File: src/sv/link_health_state_monitor_assert.svh
// assertion macros for the link health state monitor
// no dependencies; taken in by the top level with an include
`ifndef LINK_HEALTH_STATE_MONITOR_ASSERT_SVH
`define LINK_HEALTH_STATE_MONITOR_ASSERT_SVH

// clocked property, masked while reset is high
`define LHSM_ASSERT(lbl, clk, rst, prop, msg) \
   lbl: assert property (@(posedge clk) disable iff (rst) prop) else $error(msg);

// clocked property that also holds through reset
`define LHSM_ASSERT_ALWAYS(lbl, clk, prop, msg) \
   lbl: assert property (@(posedge clk) prop) else $error(msg);

`endif

File: src/sv/lhsm_pkg.sv
// shared types and constants of the link health state monitor
// no dependencies; used by lhsm_secs and link_health_state_monitor
`timescale 1ns / 1ps

package lhsm_pkg;

   localparam int TIME_WIDTH_DEFAULT = 32;
   localparam int NOW_W = 32;
   localparam int RTT_W = 16;
   localparam int CSR_W = 16;
   localparam int CSR_INDEX_W = 3;
   localparam int SECS_W = 23;

   typedef enum logic [1:0] {
      HEALTH_OK         = 2'd0,
      HEALTH_DEGRADED   = 2'd1,
      HEALTH_DOWN       = 2'd2,
      HEALTH_RECOVERING = 2'd3
   } health_type;

   localparam logic [CSR_INDEX_W-1:0] CSR_GATEWAY_STALE = 3'd0;
   localparam logic [CSR_INDEX_W-1:0] CSR_SERVICE_STALE = 3'd1;
   localparam logic [CSR_INDEX_W-1:0] CSR_LATENCY_LIMIT = 3'd2;
   localparam logic [CSR_INDEX_W-1:0] CSR_RECONNECT_WIN = 3'd3;
   localparam logic [CSR_INDEX_W-1:0] CSR_RTO_HOLD      = 3'd4;
   localparam logic [CSR_INDEX_W-1:0] CSR_STARTUP_WIN   = 3'd5;

   localparam logic [CSR_W-1:0] GATEWAY_STALE_RESET = 16'd4000;
   localparam logic [CSR_W-1:0] SERVICE_STALE_RESET = 16'd4000;
   localparam logic [CSR_W-1:0] LATENCY_LIMIT_RESET = 16'd80;
   localparam logic [CSR_W-1:0] RECONNECT_WIN_RESET = 16'd5000;
   localparam logic [CSR_W-1:0] RTO_HOLD_RESET      = 16'd5000;
   localparam logic [CSR_W-1:0] STARTUP_WIN_RESET   = 16'd2000;

   // span / 1000 == (span >> 3) / 125, reciprocal of 125 scaled by 2^37
   localparam int DIV_PRE_SHIFT = 3;
   localparam int DIV_X_W = 30;
   localparam int DIV_M_W = 31;
   localparam int DIV_SHIFT = 37;
   localparam int DIV_PROD_W = DIV_X_W + DIV_M_W;
   localparam logic [DIV_M_W-1:0] DIV_M = 31'd1099511627;
   localparam int DIV_D = 125;
   // spans at or above 2^23 seconds saturate
   localparam int SAT_SPAN_W = 34;
   localparam logic [63:0] SAT_SPAN = 64'd8388608000;
   localparam logic [SECS_W-1:0] SECS_MAX = {SECS_W{1'b1}};

endpackage

File: src/sv/link_health_state_monitor.sv
// link health state monitor top level: input beat register, state update, outage timing
// depends on lhsm_pkg, lhsm_secs and link_health_state_monitor_assert.svh
// four pipeline registers carry a req beat: input beat, stage 1, stage 2 and output register
// throughput: one beat per cycle while rsp_tready is high; the seconds divide is a
//    registered reciprocal multiply in lhsm_secs followed by a one-step correction
// reset: synchronous, active high; config returns to defaults, health to RECOVERING
//    with the startup window running, the pipeline empties
`timescale 1ns / 1ps
`include "link_health_state_monitor_assert.svh"

module link_health_state_monitor #(
   parameter int TIME_WIDTH = lhsm_pkg::TIME_WIDTH_DEFAULT
) (
   input  logic                             clock,
   input  logic                             reset,
   input  logic                             req_tvalid,
   output logic                             req_tready,
   // now_ms[31:0], link_up[32], service_ok[33], service_rtt_ms[49:34],
   // gateway_ok[50], gateway_rtt_ms[66:51], zero fill
   input  logic [71:0]                      req_tdata,
   // is_sample
   input  logic                             req_tuser,
   output logic                             rsp_tvalid,
   input  logic                             rsp_tready,
   // health[1:0], gateway_taken[2], outage_seconds[25:3], outage_valid[26],
   // showing_recovery[27], zero fill
   output logic [31:0]                      rsp_tdata,
   input  logic                             csr_we,
   input  logic [lhsm_pkg::CSR_INDEX_W-1:0] csr_index,
   input  logic [lhsm_pkg::CSR_W-1:0]       csr_wdata
);

   localparam int TW = TIME_WIDTH;
   localparam int RW = lhsm_pkg::RTT_W;
   localparam int CW = lhsm_pkg::CSR_W;
   localparam int SW = lhsm_pkg::SECS_W;

   // config
   logic [CW-1:0] gw_stale_ff, svc_stale_ff, lat_limit_ff;
   logic [CW-1:0] reconnect_ff, rto_hold_ff;

   // pipeline handshake
   logic v0_ff, v1_ff, v2_ff, v3_ff;
   logic v0_in, v1_in, v2_in, v3_in;
   logic rdy1, rdy2, rdy3;
   logic acc0, adv1, adv2, adv3, adv4;

   // input beat register
   logic [TW-1:0] s0_now_ff;
   logic          s0_link_ff, s0_sample_ff, s0_sok_ff, s0_gok_ff;
   logic [RW-1:0] s0_srtt_ff, s0_grtt_ff;

   // monitor state
   logic                 prev_link_ff, prev_link_in;
   logic [TW-1:0]        recover_ff, recover_in;
   logic [TW-1:0]        gw_time_ff, gw_time_in;
   logic                 gw_ok_ff, gw_ok_in;
   logic [RW-1:0]        gw_rtt_ff, gw_rtt_in;
   logic [TW-1:0]        svc_time_ff, svc_time_in;
   logic                 svc_ok_ff, svc_ok_in;
   logic [RW-1:0]        svc_rtt_ff, svc_rtt_in;
   logic                 was_up_ff, was_up_in;
   logic [TW-1:0]        down_since_ff, down_since_in;
   logic                 dsv_ff, dsv_in;
   logic [TW-1:0]        hold_ff, hold_in;
   logic                 seen_ff, seen_in;
   logic                 tog_ff, tog_in;
   lhsm_pkg::health_type cur_health_ff, cur_health_in;

   // per-beat results of the state pass
   logic          recov_in, taken_in, show_in;
   logic [TW-1:0] span_in;

   logic [TW-1:0] d_hold, d_recover, age_gw, age_svc;
   logic          in_hold, in_recover, gw_stale, svc_stale, lat_high;

   // stage 1 and 2 payload
   lhsm_pkg::health_type s1_health_ff, s2_health_ff;
   logic                 s1_taken_ff, s1_seen_ff, s1_show_ff, s1_recov_ff;
   logic                 s2_taken_ff, s2_seen_ff, s2_show_ff, s2_recov_ff;
   logic [TW-1:0]        s1_span_ff;

   // output register
   lhsm_pkg::health_type o_health_ff;
   logic                 o_taken_ff, o_seen_ff, o_show_ff;
   logic [SW-1:0]        outage_secs_ff;
   logic [SW-1:0]        secs;

   // handshake
   always_comb begin
      adv4       = v3_ff && rsp_tready;
      rdy3       = !v3_ff || rsp_tready;
      adv3       = v2_ff && rdy3;
      rdy2       = !v2_ff || rdy3;
      adv2       = v1_ff && rdy2;
      rdy1       = !v1_ff || rdy2;
      adv1       = v0_ff && rdy1;
      req_tready = !v0_ff || rdy1;
      acc0       = req_tvalid && req_tready;
      v0_in      = acc0 ? 1'b1 : (adv1 ? 1'b0 : v0_ff);
      v1_in      = adv1 ? 1'b1 : (adv2 ? 1'b0 : v1_ff);
      v2_in      = adv2 ? 1'b1 : (adv3 ? 1'b0 : v2_ff);
      v3_in      = adv3 ? 1'b1 : (adv4 ? 1'b0 : v3_ff);
   end

   // one pass of the monitor on the registered beat
   always_comb begin
      prev_link_in  = s0_link_ff;
      recover_in    = recover_ff;
      gw_time_in    = gw_time_ff;
      gw_ok_in      = gw_ok_ff;
      gw_rtt_in     = gw_rtt_ff;
      svc_time_in   = svc_time_ff;
      svc_ok_in     = svc_ok_ff;
      svc_rtt_in    = svc_rtt_ff;
      was_up_in     = was_up_ff;
      down_since_in = down_since_ff;
      dsv_in        = dsv_ff;
      hold_in       = hold_ff;
      seen_in       = seen_ff;
      tog_in        = tog_ff;
      recov_in      = 1'b0;
      taken_in      = 1'b0;
      span_in       = '0;

      if (!prev_link_ff && s0_link_ff) begin
         recover_in = s0_now_ff + TW'(reconnect_ff);
      end

      if (s0_link_ff && s0_sample_ff) begin
         svc_ok_in  = s0_sok_ff;
         svc_rtt_in = s0_sok_ff ? s0_srtt_ff : '0;
         if (s0_sok_ff) begin
            svc_time_in = s0_now_ff;
         end
         tog_in = !tog_ff;
         if (tog_in) begin
            taken_in  = 1'b1;
            gw_ok_in  = s0_gok_ff;
            gw_rtt_in = s0_gok_ff ? s0_grtt_ff : '0;
            if (s0_gok_ff) begin
               gw_time_in = s0_now_ff;
            end
         end
         if (was_up_ff && !s0_sok_ff) begin
            down_since_in = s0_now_ff;
            dsv_in        = 1'b1;
         end
         if (!was_up_ff && s0_sok_ff) begin
            recov_in = 1'b1;
            span_in  = dsv_ff ? s0_now_ff - down_since_ff : '0;
            seen_in  = 1'b1;
            hold_in  = s0_now_ff + TW'(rto_hold_ff);
         end
         was_up_in = s0_sok_ff;
      end

      // wrap-safe compares against the updated state
      d_hold     = hold_in - s0_now_ff;
      d_recover  = recover_in - s0_now_ff;
      age_gw     = s0_now_ff - gw_time_in;
      age_svc    = s0_now_ff - svc_time_in;
      in_hold    = seen_in && (d_hold != '0) && !d_hold[TW-1];
      in_recover = (d_recover != '0) && !d_recover[TW-1];
      gw_stale   = age_gw > TW'(gw_stale_ff);
      svc_stale  = age_svc > TW'(svc_stale_ff);
      lat_high   = (gw_ok_in && (gw_rtt_in >= lat_limit_ff)) ||
                   (svc_ok_in && (svc_rtt_in >= lat_limit_ff));
      show_in    = in_hold;

      if (!s0_link_ff) begin
         cur_health_in = lhsm_pkg::HEALTH_DOWN;
      end else if (!s0_sample_ff) begin
         cur_health_in = cur_health_ff;
      end else if (in_hold || in_recover) begin
         cur_health_in = lhsm_pkg::HEALTH_RECOVERING;
      end else if (gw_stale) begin
         cur_health_in = lhsm_pkg::HEALTH_DOWN;
      end else if (svc_stale || lat_high) begin
         cur_health_in = lhsm_pkg::HEALTH_DEGRADED;
      end else begin
         cur_health_in = lhsm_pkg::HEALTH_OK;
      end
   end

   // config writes
   always_ff @(posedge clock) begin
      if (reset) begin
         gw_stale_ff  <= lhsm_pkg::GATEWAY_STALE_RESET;
         svc_stale_ff <= lhsm_pkg::SERVICE_STALE_RESET;
         lat_limit_ff <= lhsm_pkg::LATENCY_LIMIT_RESET;
         reconnect_ff <= lhsm_pkg::RECONNECT_WIN_RESET;
         rto_hold_ff  <= lhsm_pkg::RTO_HOLD_RESET;
      end else if (csr_we) begin
         case (csr_index)
            lhsm_pkg::CSR_GATEWAY_STALE: gw_stale_ff  <= csr_wdata;
            lhsm_pkg::CSR_SERVICE_STALE: svc_stale_ff <= csr_wdata;
            lhsm_pkg::CSR_LATENCY_LIMIT: lat_limit_ff <= csr_wdata;
            lhsm_pkg::CSR_RECONNECT_WIN: reconnect_ff <= csr_wdata;
            lhsm_pkg::CSR_RTO_HOLD:      rto_hold_ff  <= csr_wdata;
            // startup window only matters at reset, where it is back at its default
            lhsm_pkg::CSR_STARTUP_WIN:   ;
            default: ;
         endcase
      end
   end

   // control and monitor state
   always_ff @(posedge clock) begin
      if (reset) begin
         v0_ff         <= 1'b0;
         v1_ff         <= 1'b0;
         v2_ff         <= 1'b0;
         v3_ff         <= 1'b0;
         prev_link_ff  <= 1'b1;
         recover_ff    <= TW'(lhsm_pkg::STARTUP_WIN_RESET);
         gw_time_ff    <= '0;
         gw_ok_ff      <= 1'b0;
         gw_rtt_ff     <= '0;
         svc_time_ff   <= '0;
         svc_ok_ff     <= 1'b0;
         svc_rtt_ff    <= '0;
         was_up_ff     <= 1'b1;
         down_since_ff <= '0;
         dsv_ff        <= 1'b0;
         hold_ff       <= '0;
         seen_ff       <= 1'b0;
         tog_ff        <= 1'b0;
         cur_health_ff <= lhsm_pkg::HEALTH_RECOVERING;
         outage_secs_ff <= '0;
      end else begin
         v0_ff <= v0_in;
         v1_ff <= v1_in;
         v2_ff <= v2_in;
         v3_ff <= v3_in;
         if (adv1) begin
            prev_link_ff  <= prev_link_in;
            recover_ff    <= recover_in;
            gw_time_ff    <= gw_time_in;
            gw_ok_ff      <= gw_ok_in;
            gw_rtt_ff     <= gw_rtt_in;
            svc_time_ff   <= svc_time_in;
            svc_ok_ff     <= svc_ok_in;
            svc_rtt_ff    <= svc_rtt_in;
            was_up_ff     <= was_up_in;
            down_since_ff <= down_since_in;
            dsv_ff        <= dsv_in;
            hold_ff       <= hold_in;
            seen_ff       <= seen_in;
            tog_ff        <= tog_in;
            cur_health_ff <= cur_health_in;
         end
         if (adv3 && s2_recov_ff) begin
            outage_secs_ff <= secs;
         end
      end
   end

   // payload registers
   always_ff @(posedge clock) begin
      if (acc0) begin
         s0_now_ff    <= TW'(req_tdata[31:0]);
         s0_link_ff   <= req_tdata[32];
         s0_sample_ff <= req_tuser;
         s0_sok_ff    <= req_tdata[33];
         s0_srtt_ff   <= req_tdata[49:34];
         s0_gok_ff    <= req_tdata[50];
         s0_grtt_ff   <= req_tdata[66:51];
      end
      if (adv1) begin
         s1_health_ff <= cur_health_in;
         s1_taken_ff  <= taken_in;
         s1_seen_ff   <= seen_in;
         s1_show_ff   <= show_in;
         s1_recov_ff  <= recov_in;
         s1_span_ff   <= span_in;
      end
      if (adv2) begin
         s2_health_ff <= s1_health_ff;
         s2_taken_ff  <= s1_taken_ff;
         s2_seen_ff   <= s1_seen_ff;
         s2_show_ff   <= s1_show_ff;
         s2_recov_ff  <= s1_recov_ff;
      end
      if (adv3) begin
         o_health_ff <= s2_health_ff;
         o_taken_ff  <= s2_taken_ff;
         o_seen_ff   <= s2_seen_ff;
         o_show_ff   <= s2_show_ff;
      end
   end

   lhsm_secs #(
      .TIME_WIDTH(TIME_WIDTH)
   ) u_secs (
      .clock(clock),
      .load (adv2),
      .span (s1_span_ff),
      .secs (secs)
   );

   assign rsp_tvalid = v3_ff;
   assign rsp_tdata  = {4'b0, o_show_ff, o_seen_ff, outage_secs_ff, o_taken_ff, o_health_ff};

   `LHSM_ASSERT(a_link_down_is_down, clock, reset, adv1 && !s0_link_ff |=> s1_health_ff == lhsm_pkg::HEALTH_DOWN, "link down beat not reported DOWN")
   `LHSM_ASSERT(a_taken_on_toggle, clock, reset, adv1 |=> s1_taken_ff == (tog_ff && !$past(tog_ff)), "gateway taken without toggle rising")
   `LHSM_ASSERT(a_show_needs_outage, clock, reset, v1_ff && s1_show_ff |-> s1_seen_ff, "recovery shown before any outage")
   `LHSM_ASSERT(a_stall_only_when_full, clock, reset, !req_tready |-> v0_ff && v1_ff && v2_ff && v3_ff, "input stalled with a free stage")

endmodule

File: src/sv/lhsm_secs.sv
// outage span in ms to whole seconds, two stages: reciprocal multiply, then correction
// depends on lhsm_pkg
`timescale 1ns / 1ps

module lhsm_secs #(
   parameter int TIME_WIDTH = lhsm_pkg::TIME_WIDTH_DEFAULT
) (
   input  logic                        clock,
   input  logic                        load,
   input  logic [TIME_WIDTH-1:0]       span,
   output logic [lhsm_pkg::SECS_W-1:0] secs
);

   localparam int EXT_W = (TIME_WIDTH > lhsm_pkg::SAT_SPAN_W) ? TIME_WIDTH
                                                              : lhsm_pkg::SAT_SPAN_W;
   localparam int Q_W = lhsm_pkg::DIV_PROD_W - lhsm_pkg::DIV_SHIFT;

   logic [EXT_W-1:0]                  span_ext;
   logic [lhsm_pkg::DIV_X_W-1:0]      x_in;
   logic                              sat_in;
   logic [lhsm_pkg::DIV_PROD_W-1:0]   prod_in;

   logic [lhsm_pkg::DIV_X_W-1:0]      x_ff;
   logic                              sat_ff;
   logic [lhsm_pkg::DIV_PROD_W-1:0]   prod_ff;

   logic [Q_W-1:0]                    q0;
   logic [lhsm_pkg::DIV_X_W-1:0]      rem;
   logic [Q_W-1:0]                    q;

   always_comb begin
      span_ext = EXT_W'(span);
      sat_in   = span_ext >= EXT_W'(lhsm_pkg::SAT_SPAN);
      x_in     = span_ext[lhsm_pkg::DIV_PRE_SHIFT +: lhsm_pkg::DIV_X_W];
      prod_in  = lhsm_pkg::DIV_PROD_W'(x_in) * lhsm_pkg::DIV_PROD_W'(lhsm_pkg::DIV_M);
   end

   always_ff @(posedge clock) begin
      if (load) begin
         x_ff    <= x_in;
         sat_ff  <= sat_in;
         prod_ff <= prod_in;
      end
   end

   // estimate is exact or one low
   always_comb begin
      q0   = prod_ff[lhsm_pkg::DIV_PROD_W-1:lhsm_pkg::DIV_SHIFT];
      rem  = x_ff - lhsm_pkg::DIV_X_W'(lhsm_pkg::DIV_X_W'(q0) *
                                       lhsm_pkg::DIV_X_W'(lhsm_pkg::DIV_D));
      q    = (rem >= lhsm_pkg::DIV_X_W'(lhsm_pkg::DIV_D)) ? q0 + Q_W'(1) : q0;
      secs = sat_ff ? lhsm_pkg::SECS_MAX : q[lhsm_pkg::SECS_W-1:0];
   end

endmodule

File: config.mk
export PLATFORM = sky130hd
export DESIGN_NAME = link_health_state_monitor
export DESIGN_NICKNAME = d
export VERILOG_FILES = /design/src/sv/lhsm_pkg.sv /design/src/sv/link_health_state_monitor.sv /design/src/sv/lhsm_secs.sv
export VERILOG_INCLUDE_DIRS = /design/src /design/src/sv
export SDC_FILE = /design/constraint.sdc
export NUM_CORES = 2
export LEC_CHECK = 0
export BUFFER_PORTS_ARGS = -buffer_cell sky130_fd_sc_hd__buf_2
export CAP_MARGIN = 20
export CORE_UTILIZATION = 43
export DETAILED_ROUTE_END_ITERATION = 8
export PLACE_DENSITY = 0.69
export SLEW_MARGIN = 20
export SYNTH_ARGS = -nofsm -noshare
export SYNTH_HDL_FRONTEND = slang
export SYNTH_SLANG_ARGS = --single-unit
File: constraint.sdc
create_clock -name clock -period 22.2 [get_ports clock]
set_clock_uncertainty 0.2 [all_clocks]
set_input_delay 2.22 -clock clock [delete_from_list [all_inputs] [get_ports clock]]
set_output_delay 2.22 -clock clock [all_outputs]
set_load 0.01 [all_outputs]
# Word-level counts from Yosys, hierarchy flattened
# Index checks and enable logic that the tools add are counted.
# totals
out_inout_bits	34
elab_cells	150
inputBits	97
reg_bits	514
# op_classes
n_mul	2
reduce_logical	47
addsub	9
n_eq_ne	4
mux	34
order_cmp	5
# ops
cell	n
two-way mux 32 bit	8
subtractor 32 bit	5
two-way mux 16 bit	5
adder 32 x 16 -> 32 bit	2
greater-than comparator 32 x 16 -> 1 bit	2
nonzero test 32 bit	2
multiplier 29 x 31 -> 60 bit (second input constant)	1
greater-or-equal comparator 16 bit	2
greater-or-equal comparator 30 x 7 -> 1 bit (second input constant)	1
multiplier 23 x 7 -> 30 bit (second input constant)	1
subtractor 29 x 30 -> 30 bit	1
adder 23 x 1 -> 23 bit (second input constant)	1
two-way mux 23 bit	1
two-way mux 1 bit	16
logical AND 1 bit	15
AND reduction 2 bit	6
zero test 1 bit	10
two-way mux 2 bit	4
nonzero test 2 bit	4
logical OR 1 bit	7
== test 3 x 2 -> 1 bit (second input constant)	2
AND reduction 3 bit	2
== test 3 x 1 -> 1 bit (second input constant)	1
== test 3 bit (second input constant)	1
zero test 3 bit	1

# Logic depth before layout (Yosys ltp)
# depth
word_depth	12
depth_mapped	34
mapped_depth_nobuf	30

# By module
# Synthesis repeated with hierarchy kept, for this count alone.
# hier_totals
cells_unflattened	5622
area_unflattened_um2	49662.6
# modules_own_cells
module	cells_per_inst	n_inst	area_each_um2	seq_area_each_um2
link_health_state_monitor	3507	1	28424.8	9679.3
lhsm_secs	2115	1	21237.9	1561.5

# Worst setup path before layout
# OpenSTA, ideal clock, no wires.
# synth_path
kind	input to register
start	in rsp_tready
end	reg s2_health_ff[0], enable pin
required_time_ns	21.437
n_path_buf	0
setup_time_ns	0.563
path_slack_ns	14.905
arrival_time_ns	6.533
stages	2
path_cell_list	nor2b_1 a21boi_0
# synth_via
elab_chain_cells	3
# synth_lines
element	line	rtl
start, declared	link_health_state_monitor.sv:24	input logic rsp_tready,
logical OR 1 bit	link_health_state_monitor.sv:92	rdy3 = !v3_ff || rsp_tready;
logical OR 1 bit	link_health_state_monitor.sv:94	rdy2 = !v2_ff || rdy3;
logical AND 1 bit	link_health_state_monitor.sv:95	adv2 = v1_ff && rdy2;
via adv2	link_health_state_monitor.sv:46	logic acc0, adv1, adv2, adv3, adv4;
end signal, assigned	link_health_state_monitor.sv:279	s2_health_ff <= s1_health_ff;
end, declared	link_health_state_monitor.sv:78	lhsm_pkg::health_type s1_health_ff, s2_health_ff;
# The timed path passes the listed nets, and every way through them passes these cells.
# A chain may end at the register's enable or synchronous reset.

# Worst setup path after layout
# layout_path
start	reg s0_link_ff (netlist: prev_link_in)
end	reg s1_health_ff[1] (data pin)
# layout_via
elab_cells_between_ends	22
cone_classes	add/sub: 3; order compare: 1; mux: 8; reduce/logical: 10
# layout_lines
element	line	rtl
start, declared	link_health_state_monitor.sv:50	logic s0_link_ff, s0_sample_ff, s0_sok_ff, s0_gok_ff;
start signal, assigned	link_health_state_monitor.sv:263	s0_link_ff <= req_tdata[32];
logical AND 1 bit	link_health_state_monitor.sv:130	if (s0_link_ff && s0_sample_ff) begin
two-way mux 32 bit	link_health_state_monitor.sv:130	
via gw_time_in[0]	link_health_state_monitor.sv:56	logic [TW-1:0] gw_time_ff, gw_time_in;
subtractor 32 bit	link_health_state_monitor.sv:161	age_gw = s0_now_ff - gw_time_in;
greater-than comparator 32 x 16 -> 1 bit	link_health_state_monitor.sv:165	gw_stale = age_gw > TW'(gw_stale_ff);
two-way mux 2 bit	link_health_state_monitor.sv:177	end else if (gw_stale) begin
two-way mux 2 bit	link_health_state_monitor.sv:175	end else if (in_hold || in_recover) begin
two-way mux 2 bit	link_health_state_monitor.sv:173	end else if (!s0_sample_ff) begin
two-way mux 2 bit	link_health_state_monitor.sv:171	if (!s0_link_ff) begin
via cur_health_in[1]	link_health_state_monitor.sv:68	lhsm_pkg::health_type cur_health_ff, cur_health_in;
end signal, assigned	link_health_state_monitor.sv:271	s1_health_ff <= cur_health_in;
end, declared	link_health_state_monitor.sv:78	
# The timed path passes the listed nets, and every way through them passes these cells.

==> flow_metrics.py <==
metrics = {
    "cts": {
        "cts_tree": "done",
        "cts_inserted_buffers": 52,
        "clk_latency_ns": 0.65,
        "htree_levels": 2,
        "postCtsSetupBuffers": 0,
        "clkSinkCount": 474,
        "clockBufferDepth": 3,
        "path_clk_slew_ns": 0.07,
        "cts_resized": 0,
        "postCtsHoldBufs": 0,
        "root_buffer": "clkbuf_16",
    },
    "critical_path": {
        "cpMaxStageDelayCell": "and2_1",
        "crit_arrival_ns": 9.18,
        "r2r_end": "s1_health_ff[1]",
        "cpMostUsedCell": "o21ai_0",
        "reg2reg_depth": 31,
        "end_kind": "register",
        "rrSetupSlack_ns": 13.21,
        "critical_path_required_ns": 22.39,
        "slowest_delay_ns": 0.72,
        "rr_startpoint": "prev_link_in",
        "cp_max_fo": 34,
        "cp-startpoint": "prev_link_in",
        "cp-start-kind": "register",
        "crit_type": "register to register",
    },
    "cells_and_area": {
        "layout-drive-gt1-share": 0.0563,
        "instances_no_fill": 7219,
        "final_cell_area_um2": 53300,
        "multi_input_area_um2": 34400,
        "seqCellArea_um2": 11200,
        "nFillCells": 11000,
        "final_core_util": 0.467,
        "area_delta_synth_final_pct": 7.90,
        "fin_nets": 6894,
    },
    "die": {
        "fp-row-count": 124,
        "die_area_um2": 116000,
        "pin_count": 131,
        "start_util": 0.433,
        "die_w_um": 341,
        "core_um2": 114000,
        "die_h_um": 341,
    },
    "yosys": {
        "yosys.area.top_type": "ha_1",
        "yosysSeqAreaShare": 0.226,
        "yosys_warnings": 0,
        "synthDominantCellAreaShare": 0.184,
        "synthCells": 5633,
        "ys_async_sr_fraction": 0,
        "syn_area_per_cell_um2": 8.78,
        "yosys_register_bits": 474,
        "syn_area_um2": 49400,
        "synth-edff-count": 166,
        "yosysUniqueCellTypes": 97,
        "synth_area_leaders": "ha_1 18%, fa_1 17%, dfxtp_1 12%, edfxtp_1 10%, inv_1 6.4%",
        "synth_top_flop_cell": "dfxtp_1",
    },
    "timing": {
        "setup_ws_ns": 13.21,
        "final-hold-violation-count": 0,
        "final_max_slew_viol_count": 0,
        "min_period_over_period": 0.405,
        "period_needed_ns": 8.99,
        "timing.setup.tns_ns": 0,
        "rsz0062_at_grt": "false",
        "setup_viol": 0,
        "relSlewSlack": 0.274,
        "max_freq_mhz": 111,
        "whs_ns": 0.222,
        "worstMarginPinSlew_ns": 1.09,
    },
    "placement": {
        "post_dp_cell_area_um2": 51600,
        "dp_cells": 7119,
        "gp_congestion": 0.951,
        "io_buffers": 121,
        "hpwlAfterDp_um": 109000,
        "pre_cts_ws_ns": 13.41,
    },
    "min_path": {
        "hold_depth": 0,
        "min_delay_worst_endpoint": "o_health_ff[1]",
        "min_path_type": "register to register",
        "hold_start": "s2_health_ff[1]",
    },
    "grt": {
        "grt_pass1_wl_um": 217000,
        "first_global_vias": 39300,
        "gr-total-overflow": 0,
        "antenna_found_initial": 4,
        "grt_max_degree": 97,
        "grtUsageTotal": 0.238,
    },
    "detailed_routing": {
        "drtIter0Drc": 3000,
        "postRouteAntennaNets": 0,
        "drc": 0,
        "vias": 40400,
        "first_pass_iters": 7,
        "wl_per_cell_um": 19.5,
        "via_per_inst": 5.60,
        "drt_wl_total_um": 140000,
    },
    "pwr": {
        "leakage_nw": 24.3,
        "p_total_mw": 8.67,
        "ir_drop_mv": 0.324,
        "powerDensity_nw_per_um2": 162,
    },
    "run": {
        "maxCapViolCount": 0,
    },
    "status": {
        "status": "complete, no violations",
    },
}
## worst max-delay path by stage
stage	to	slack, ns	cells after the start
finish	s1_health_ff[1]	13.21	31
global route	s1_health_ff[1]	12.64	31
CTS	s1_health_ff[1]	13.39	31
detailed placement	s1_health_ff[1]	13.41	31
global placement	s1_health_ff[1]	13.48	31
floorplan	s2_health_ff[0]	14.90	2
## cell families (layout without fill, tap and decap cells)
group	count (synthesis)	in the layout	synth area share
other	1	6	0.0000759
flip-flops	474	474	0.226
multiplexers	76	76	0.0155
AND/OR/NAND/NOR	1496	1496	0.139
buffers and inverters	1045	1114	0.0804
AO/OA/AOI/OAI	1227	1227	0.159
XOR/XNOR	178	178	0.0315
adder cells (fa/ha/maj)	1136	1136	0.350
## routing by layer
metal | vias to the layer above | share of wire | GRT usage
li1 | 19300 | - | -
met1 | 19500 | 0.43 | 0.312
met2 | 1303 | 0.46 | 0.397
met3 | 290 | 0.071 | 0.0387
met4 | 6 | 0.038 | 0.0801
met5 | - | 0.00024 | 0
## cell type report
| class | instances | area share |
|---|---|---|
| timing repair buffer | 171 | 0.0186 |
| sequential | 474 | 0.209 |
| tap | 1512 | 0.0355 |
| multi-input combinational | 4117 | 0.644 |
| clock buffer | 66 | 0.0260 |
| antenna | 2 | 0.0000938 |
| clock inverter | 32 | 0.00694 |
| inverter | 845 | 0.0596 |
## state kept, by name, summed over array words and instances, names as in the netlist, 2 cells and up
signal,flops
s0_srtt_ff,16
s2_health_ff,2
gw_stale_ff,16
svc_time_ff,32
s1_span_ff,29
reconnect_ff,16
s1_health_ff,2
gw_time_ff,32
svc_stale_ff,16
svc_rtt_ff,16
u_secs.x_ff,28
cur_health_ff,2
recover_ff,32
rto_hold_ff,16
lat_limit_ff,16
down_since_ff,32
u_secs.prod_ff,24
s0_grtt_ff,16
o_health_ff,2
s0_now_ff,32
gw_rtt_ff,16
hold_ff,32
outage_secs_ff,23
## power by group
group	switching [mW]	internal, mW	leakage, nW
registers	0.0622	0.981	4.07
clock network	0.391	0.515	0.848
logic	3.91	2.80	19.4
## layout by cell type (no fill, tap or decap), types with 20 or more instances in the layout
cell type | Yosys | layout
fa_1 | 409 | 409
xnor2_1 | 114 | 114
nor2b_1 | 41 | 41
nor2_1 | 314 | 312
nand2b_1 | 42 | 41
a21oi_1 | 417 | 416
a211oi_1 | 106 | 106
buf_2 | 8 | 120
ha_1 | 727 | 727
and3_1 | 40 | 39
mux2i_1 | 71 | 71
dfxtp_1 | 308 | 308
a21o_1 | 89 | 89
o21bai_1 | 23 | 23
or3_1 | 32 | 32
nand3_1 | 136 | 135
and2_1 | 23 | 23
o21a_1 | 52 | 52
nor3_1 | 68 | 68
o211ai_1 | 39 | 39
inv_1 | 844 | 842
buf_4 | 9 | 50
o21ai_1 | 27 | 27
o31ai_1 | 29 | 29
nand2_1 | 642 | 640
a31oi_1 | 48 | 48
nand4_1 | 52 | 52
a211o_1 | 20 | 20
clkbuf_16 | 0 | 53
xor2_1 | 64 | 64
edfxtp_1 | 166 | 166
o21ai_0 | 201 | 201
## synthesized netlist by cell type, types with 40 or more instances
library cell / number
and3_1: 40
nand4_1: 52
xor2_1: 64
edfxtp_1: 166
a211oi_1: 106
fa_1: 409
nor2_1: 314
nand2b_1: 42
a21o_1: 89
nand2_1: 642
nor2b_1: 41
mux2i_1: 71
dfxtp_1: 308
o21ai_0: 201
a31oi_1: 48
inv_1: 844
a21oi_1: 417
ha_1: 727
clkbuf_1: 163
o21a_1: 52
xnor2_1: 114
nand3_1: 136
nor3_1: 68
## worst max-delay path: cells and delay by family, from the launching register on
family                   cells  cell delay, ns
AND/OR/NAND/NOR             11            2.72
AO/OA/AOI/OAI               12            3.07
buffers and inverters        4            1.11
XOR/XNOR                     1            0.10
flip-flops                   1            0.56
adder cells (fa/ha/maj)      3            0.90
Note: power is estimated with default switching activity, not from simulation.
